===== config.mk =====
export PLATFORM = sky130hd
export DESIGN_NAME = hsv_to_grb_pixel_core
export DESIGN_NICKNAME = d
export VERILOG_FILES = /design/src/hw/rtl/hsv2grb_pkg.sv /design/src/hw/rtl/hsv_to_grb_pixel_core.sv
export SDC_FILE = /design/constraint.sdc
export NUM_CORES = 2
export LEC_CHECK = 0
export ABC_AREA = 1
export BUFFER_PORTS_ARGS = -buffer_cell sky130_fd_sc_hd__buf_2
export CAP_MARGIN = 20
export CORE_MARGIN = 2
export CORE_UTILIZATION = 63
export DETAILED_ROUTE_END_ITERATION = 8
export GPL_TIMING_DRIVEN = 0
export PLACE_DENSITY = 0.8
export REMOVE_ABC_BUFFERS = 1
export SLEW_MARGIN = 20
export SYNTH_ARGS = -nofsm -noshare
export SYNTH_HDL_FRONTEND = slang
export SYNTH_SLANG_ARGS = --single-unit

===== constraint.sdc =====
create_clock -name i_clk -period 15.5 [get_ports i_clk]
set_input_delay 4.65 -clock i_clk [delete_from_list [all_inputs] [get_ports i_clk]]
set_output_delay 4.65 -clock i_clk [all_outputs]
set_load 0.02 [all_outputs]

===== src/hw/rtl/hsv2grb_pkg.sv =====
// Package for the HSV to GRB pixel core: item and result types, hue sector
// codes and fixed-point constants. Depends on nothing else.
package hsv2grb_pkg;

    // Input item: hue in 1/16 degree, saturation and value in Q1.8
    typedef struct packed {
        logic [12:0] hue;
        logic [8:0]  saturation;
        logic [8:0]  brightness;
    } t_item;

    // Result item: packed green, red, blue and the range flag
    typedef struct packed {
        logic [23:0] pixel_word;
        logic        invalid;
    } t_result;

    // Hue sectors of 60 degrees each
    typedef enum logic [2:0] {
        SECTOR_RED_YELLOW    = 3'd0,
        SECTOR_YELLOW_GREEN  = 3'd1,
        SECTOR_GREEN_CYAN    = 3'd2,
        SECTOR_CYAN_BLUE     = 3'd3,
        SECTOR_BLUE_MAGENTA  = 3'd4,
        SECTOR_MAGENTA_RED   = 3'd5
    } t_sector;

    localparam logic [12:0] HUE_CIRCLE = 13'd5760;
    localparam logic [9:0]  HUE_SECTOR = 10'd960;
    localparam logic [8:0]  Q_ONE      = 9'd256;
    localparam logic [7:0]  CH_MAX     = 8'd255;
    // 256 * 960: unity in the q and t factor scale
    localparam logic [17:0] FULL_SCALE = 18'd245760;
    // ceil(2^19 / 15): exact floor(y / 15) for y below 4096
    localparam logic [15:0] RECIP_15   = 16'd34953;

endpackage


===== src/hw/rtl/hsv_to_grb_pixel_core.sv =====
// HSV to GRB pixel core: five-stage pipeline from colour to packed pixel.
// Each accepted item passes stage registers r1 to r5 before the result strobe; one item per cycle.
// Throughput is set by the pipeline registers alone: busy stays low and a new item
// may be started on every cycle. The receiver cannot stall the result strobe.
// Synchronous active-low reset clears the stage valid bits; no item is in flight after it.
// Depends on hsv2grb_pkg.
module hsv_to_grb_pixel_core (
    input  logic                i_clk,
    input  logic                i_rst_n,
    input  logic                start,
    input  hsv2grb_pkg::t_item  i_item,
    output logic                busy,
    output logic                o_valid,
    output hsv2grb_pkg::t_result o_result
);

    // Clamp a 9-bit channel to 8 bits
    function automatic logic [7:0] sat8(input logic [8:0] x);
        sat8 = x[8] ? hsv2grb_pkg::CH_MAX : x[7:0];
    endfunction

    logic accept;
    assign accept = start && !busy;
    assign busy   = 1'b0;

    // ---------------- stage 1: range check, wrap, sector and fraction
    logic                  n1_bad;
    logic [12:0]           n1_hue;
    hsv2grb_pkg::t_sector  n1_sector;
    logic [12:0]           n1_base;
    logic                  r1_valid, r1_bad;
    hsv2grb_pkg::t_sector  r1_sector;
    logic [9:0]            r1_frac;
    logic [8:0]            r1_sat, r1_val;

    always_comb begin
        n1_bad = (i_item.hue > hsv2grb_pkg::HUE_CIRCLE) ||
                 (i_item.saturation > hsv2grb_pkg::Q_ONE) ||
                 (i_item.brightness > hsv2grb_pkg::Q_ONE);
        n1_hue = (i_item.hue == hsv2grb_pkg::HUE_CIRCLE) ? 13'd0 : i_item.hue;
        if (n1_hue >= 13'd4800) begin
            n1_sector = hsv2grb_pkg::SECTOR_MAGENTA_RED;
            n1_base   = 13'd4800;
        end else if (n1_hue >= 13'd3840) begin
            n1_sector = hsv2grb_pkg::SECTOR_BLUE_MAGENTA;
            n1_base   = 13'd3840;
        end else if (n1_hue >= 13'd2880) begin
            n1_sector = hsv2grb_pkg::SECTOR_CYAN_BLUE;
            n1_base   = 13'd2880;
        end else if (n1_hue >= 13'd1920) begin
            n1_sector = hsv2grb_pkg::SECTOR_GREEN_CYAN;
            n1_base   = 13'd1920;
        end else if (n1_hue >= 13'd960) begin
            n1_sector = hsv2grb_pkg::SECTOR_YELLOW_GREEN;
            n1_base   = 13'd960;
        end else begin
            n1_sector = hsv2grb_pkg::SECTOR_RED_YELLOW;
            n1_base   = 13'd0;
        end
    end

    always_ff @(posedge i_clk) begin
        if (!i_rst_n) begin
            r1_valid <= 1'b0;
        end else begin
            r1_valid <= accept;
        end
        r1_bad    <= n1_bad;
        r1_sector <= n1_sector;
        r1_frac   <= 10'(n1_hue - n1_base);
        r1_sat    <= i_item.saturation;
        r1_val    <= i_item.brightness;
    end

    // ---------------- stage 2: saturation products and q/t factors
    logic [17:0] n2_sf, n2_sg;
    logic [9:0]  n2_rest;
    logic        r2_valid, r2_bad;
    hsv2grb_pkg::t_sector r2_sector;
    logic [8:0]  r2_val;
    logic [16:0] r2_p_prod;
    logic [17:0] r2_q_fac, r2_t_fac;

    always_comb begin
        n2_rest = hsv2grb_pkg::HUE_SECTOR - r1_frac;
        n2_sf   = 18'(r1_sat * r1_frac);
        n2_sg   = 18'(r1_sat * n2_rest);
    end

    always_ff @(posedge i_clk) begin
        if (!i_rst_n) begin
            r2_valid <= 1'b0;
        end else begin
            r2_valid <= r1_valid;
        end
        r2_bad    <= r1_bad;
        r2_sector <= r1_sector;
        r2_val    <= r1_val;
        r2_p_prod <= 17'(r1_val * (hsv2grb_pkg::Q_ONE - r1_sat));
        r2_q_fac  <= hsv2grb_pkg::FULL_SCALE - n2_sf;
        r2_t_fac  <= hsv2grb_pkg::FULL_SCALE - n2_sg;
    end

    // ---------------- stage 3: scale the q and t factors by value
    logic        r3_valid, r3_bad;
    hsv2grb_pkg::t_sector r3_sector;
    logic [8:0]  r3_val;
    logic [16:0] r3_p_prod;
    logic [25:0] r3_q_prod, r3_t_prod;

    always_ff @(posedge i_clk) begin
        if (!i_rst_n) begin
            r3_valid <= 1'b0;
        end else begin
            r3_valid <= r2_valid;
        end
        r3_bad    <= r2_bad;
        r3_sector <= r2_sector;
        r3_val    <= r2_val;
        r3_p_prod <= r2_p_prod;
        r3_q_prod <= 26'(r2_val * r2_q_fac);
        r3_t_prod <= 26'(r2_val * r2_t_fac);
    end

    // ---------------- stage 4: divide q and t by 256*960, p by 256, and clamp to 8 bits
    // Shift out 2^14, then divide by 15 through a reciprocal multiply
    logic [27:0] n4_q_mul, n4_t_mul;
    logic        r4_valid, r4_bad;
    hsv2grb_pkg::t_sector r4_sector;
    logic [7:0]  r4_v8, r4_p8, r4_q8, r4_t8;

    always_comb begin
        n4_q_mul = 28'(r3_q_prod[25:14] * hsv2grb_pkg::RECIP_15);
        n4_t_mul = 28'(r3_t_prod[25:14] * hsv2grb_pkg::RECIP_15);
    end

    always_ff @(posedge i_clk) begin
        if (!i_rst_n) begin
            r4_valid <= 1'b0;
        end else begin
            r4_valid <= r3_valid;
        end
        r4_bad    <= r3_bad;
        r4_sector <= r3_sector;
        r4_v8     <= sat8(r3_val);
        r4_p8     <= sat8(r3_p_prod[16:8]);
        r4_q8     <= sat8(n4_q_mul[27:19]);
        r4_t8     <= sat8(n4_t_mul[27:19]);
    end

    // ---------------- stage 5: route channels by sector and pack
    logic [7:0] n5_r, n5_g, n5_b;
    logic       r5_valid;
    hsv2grb_pkg::t_result r5_result;

    always_comb begin
        case (r4_sector)
            hsv2grb_pkg::SECTOR_RED_YELLOW: begin
                n5_r = r4_v8; n5_g = r4_t8; n5_b = r4_p8;
            end
            hsv2grb_pkg::SECTOR_YELLOW_GREEN: begin
                n5_r = r4_q8; n5_g = r4_v8; n5_b = r4_p8;
            end
            hsv2grb_pkg::SECTOR_GREEN_CYAN: begin
                n5_r = r4_p8; n5_g = r4_v8; n5_b = r4_t8;
            end
            hsv2grb_pkg::SECTOR_CYAN_BLUE: begin
                n5_r = r4_p8; n5_g = r4_q8; n5_b = r4_v8;
            end
            hsv2grb_pkg::SECTOR_BLUE_MAGENTA: begin
                n5_r = r4_t8; n5_g = r4_p8; n5_b = r4_v8;
            end
            default: begin
                n5_r = r4_v8; n5_g = r4_p8; n5_b = r4_q8;
            end
        endcase
    end

    always_ff @(posedge i_clk) begin
        if (!i_rst_n) begin
            r5_valid <= 1'b0;
        end else begin
            r5_valid <= r4_valid;
        end
        r5_result.invalid    <= r4_bad;
        r5_result.pixel_word <= r4_bad ? 24'd0 : {n5_g, n5_r, n5_b};
    end

    assign o_valid  = r5_valid;
    assign o_result = r5_result;

endmodule


==> run_results.csv <==
group,metric,value,unit
sta,final_max_slew_viol_count,0,
layout,fill_cells,3769,
floorplan,core.rowCount,78,
logic_synthesis,synth.area.top_cells,"fa_1 (29%), ha_1 (15%), dfxtp_1 (14%)",
detailed_routing,viasPerCell,5.27,
clock_network,cts.path.max_buffers,3,
logic_synthesis,async_reset_ff_frac,0,
critical_path,cp_data_arrival_time,6.78,ns
critical_path,critical_path_required,15.89,ns
sta,setup_tns,0,ns
layout,antenna_cells,0,
placed_design,post-place-ws,8.72,ns
logic_synthesis,ys_seq_area_frac,0.140,
global_route,grt_max_degree,36,
global_route,gr-total-overflow,0,
logic_synthesis,synthXorXnorAreaFrac,0.0195,
logic_synthesis,ys_seq_elements,201,
global_route,grt_pass1_wl,109,mm
critical_path,cpMaxStageDelayCell,"dfxtp_1",
detailed_routing,drtIter0Drc,1606,
critical_path,ff2ff_setup_slack,9.12,ns
detailed_routing,drt_first_pass_iters,5,
logic_synthesis,yosys-top-cells-count,"nand2_1 (976), inv_1 (917), fa_1 (413)",
logic_synthesis,ys_types,57,
clock_network,clk_pin_slew,0.06,ns
detailed_routing,num_vias,23100,
global_route,use_met1,0.370,
placed_design,portBuffers,59,
layout,ff_latch_area,0.00404,sq mm
layout,drive_gt1_frac,0.0507,
critical_path,crit_type,"register to register",
detailed_routing,detail_route.wl_per_cell,14.4,microns
worst_hold_path,worstHoldPathType,"register to register",
sta,whs,0.326,ns
clock_network,htreeDepth,1,
worst_hold_path,hold_end,"r2_sector[1]$_DFF_P_",
critical_path,cp-end-kind,"register",
critical_path,path_common_cell,"fa_1",
clock_network,insertion_delay,0.54,ns
logic_synthesis,synth_compound_area_frac,0.0573,
detailed_routing,drc,0,
critical_path,cpLargestDelayFamily,"adder cells",
placed_design,place_hpwl,52.4,mm
logic_synthesis,avgSynthCellArea,7.57,sq um
logic_synthesis,synth_top_area_frac,0.288,
critical_path,r2r-start,"r1_sat[0]$_DFF_P_",
floorplan,initial_utilization,0.635,
worst_hold_path,holdPathStages,0,
layout,postLayoutCoreUtil,0.669,
logic_synthesis,synthSimpleGateAreaFrac,0.206,
logic_synthesis,synthAdderAreaFrac,0.437,
worst_hold_path,hp-start,"r1_sector[1]$_SDFF_PP0_",
logic_synthesis,synth_top_family_by_area,"adder cells",
critical_path,slowest_delay,0.96,ns
sta,worst_slack,9.12,ns
sta,setup_viol,0,
critical_path,r2r_cells,19,
logic_synthesis,ys_warn_count,0,
floorplan,core-area,0.0452,sq mm
critical_path,crit_chain,"inv_2, ha_1, xnor2_1, nand2_1, fa_1, inv_1, fa_1, fa_1, fa_1, inv_1, fa_1, inv_1, ha_1, a21oi_1, o21ai_0, a21oi_1, nand2_1, nand3_1, nand2_1",
critical_path,crit_path_start_kind,"register",
logic_synthesis,synth-edff-count,0,
critical_path,crit_buf_inv,4,
logic_synthesis,synthMuxAreaShare,0,
detailed_routing,routed_wl,63.2,mm
clock_network,cts_tree,"built",
global_route,antenna_found_initial,1,
layout,area_growth,5.38,%
critical_path,r2r-end,"r2_p_prod[16]$_DFF_P_",
placed_design,gp_congestion,0.954,
logic_synthesis,synth.most_common_cell,"nand2_1",
global_route,use_met3,0.0305,
clock_network,postCtsResizedCells,0,
global_route,grt_pass1_vias,23400,
sta,hold_viol,0,
clock_network,clkSinkCount,201,
status,status,"complete, no violations",
clock_network,cts_made_buffers,23,
global_route,track_usage,0.280,
global_route,use_met2,0.487,
sta,period_minus_slack,6.38,ns
floorplan,dieWidth,217,microns
layout,layout.nets,4557,
clock_network,cts_hold_buffers,0,
sta,skew,0.0191,ns
logic_synthesis,netlist.top_cell.by_area,"fa_1",
run,cap_viol_max_count,0,
clock_network,post-cts-setup-buffers,0,
layout,multiInputGateArea,0.0207,sq mm
sta,relSlewSlack,0.347,
floorplan,die_area,0.0473,sq mm
critical_path,cp_max_fo,21,
logic_synthesis,dominantRegCellSynth,"dfxtp_1",
sta,tightest_slew,0.978,ns
logic_synthesis,syn_area,0.0287,sq mm
clock_network,root_buffer,"clkbuf_16",
logic_synthesis,syn_inst,3790,
floorplan,ioPinCount,61,
detailed_routing,drtAntennaViolNets,0,
floorplan,die_y,217,microns
sta,max_freq,157,MHz
sta,rsz0062_at_grt,"false",
sta,finalCritPeriodShare,0.412,
global_route,busiest_layer,"met2",
==> registers in the layout, summed over array words and instances, names as in the netlist, 8 cells and up <==
name,cells
r2_val,9
r2_p_prod,9
r3_val,9
r4_t8,8
r1_frac,10
o_result,25
r4_q8,8
r3_t_prod,12
r4_p8,8
r1_val,9
r2_t_fac,18
r4_v8,8
r2_q_fac,17
r1_sat,9
r3_q_prod,12
r3_p_prod,9
==> cells by family (layout without fill, tap and decap cells) <==
group                      Yosys count  count (layout)
DFF                                201             201
and+or+nand+nor                   1437            1437
adders and majority gates          755             755
other                                1               1
xor gates and xnor gates            63              63
AOI/OAI and AO/OA                  282             282
buffers and inverters             1051            1046
==> through the flow <==
stage / instance area (sq um) / std cells
after CTS: 30200 / 4385
after global placement: 29300 / 4335
after global routing: 30200 / 4385
after detailed placement: 29400 / 4343
final: 30200 / 4385
after floorplan: 28200 / 3676
==> how the worst max path moves through the flow <==
stage                       from                    end  slack (ns)  cells past startpoint
2_1_floorplan         i_item[21]     r1_frac[9]$_DFF_P_        9.09                     12
3_3_place_gp          i_item[21]     r1_frac[9]$_DFF_P_        8.77                     13
3_5_place_dp          i_item[21]     r1_frac[9]$_DFF_P_        8.72                     13
4_1_cts        r1_sat[0]$_DFF_P_  r2_p_prod[16]$_DFF_P_        9.20                     19
5_1_grt        r1_sat[0]$_DFF_P_  r2_p_prod[16]$_DFF_P_        8.77                     21
6_report       r1_sat[0]$_DFF_P_  r2_p_prod[16]$_DFF_P_        9.12                     19
==> final cells by class <==
cell class / instances / area share
Timing Repair Buffer: 67 / 0.0151
Inverter: 937 / 0.116
Multi-Input combinational cell: 2538 / 0.684
Clock inverter: 14 / 0.00563
Sequential cell: 201 / 0.133
Tap cell: 600 / 0.0248
Clock buffer: 28 / 0.0210
==> placed cells by master, fill, tap and decap left out, drive strengths merged, types with 12 or more instances in the layout <==
cell,netlist,layout
nand2,986,986
inv,937,940
fa,413,413
ha,342,342
nor2,227,227
dfxtp,201,201
a21oi,128,128
nand3,117,117
o21ai,72,72
buf,27,67
xor2,42,42
nor3,34,34
nand4,31,31
clkbuf,87,28
or2,22,22
xnor2,21,21
a31oi,15,15
o21bai,15,15
a21o,12,12
==> worst reg2reg max path, stage by stage (launching register included) <==
cell and delay (ns):
dfxtp_1 0.96, inv_2 0.30, ha_1 0.35, xnor2_1 0.57
nand2_1 0.19, fa_1 0.54, inv_1 0.05, fa_1 0.48
fa_1 0.50, fa_1 0.48, inv_1 0.05, fa_1 0.47
inv_1 0.04, ha_1 0.34, a21oi_1 0.26, o21ai_0 0.15
a21oi_1 0.14, nand2_1 0.14, nand3_1 0.12, nand2_1 0.12
==> routing by layer <==
metal	routed length [microns]	vias to the layer above
met5	0	-
met1	27000	10900
met2	30600	730
li1	-	11300
met4	1840	0
met3	3730	155
Power is not shown: default switching activity piles up to over one toggle a cycle in this logic, so the estimate is an artifact.
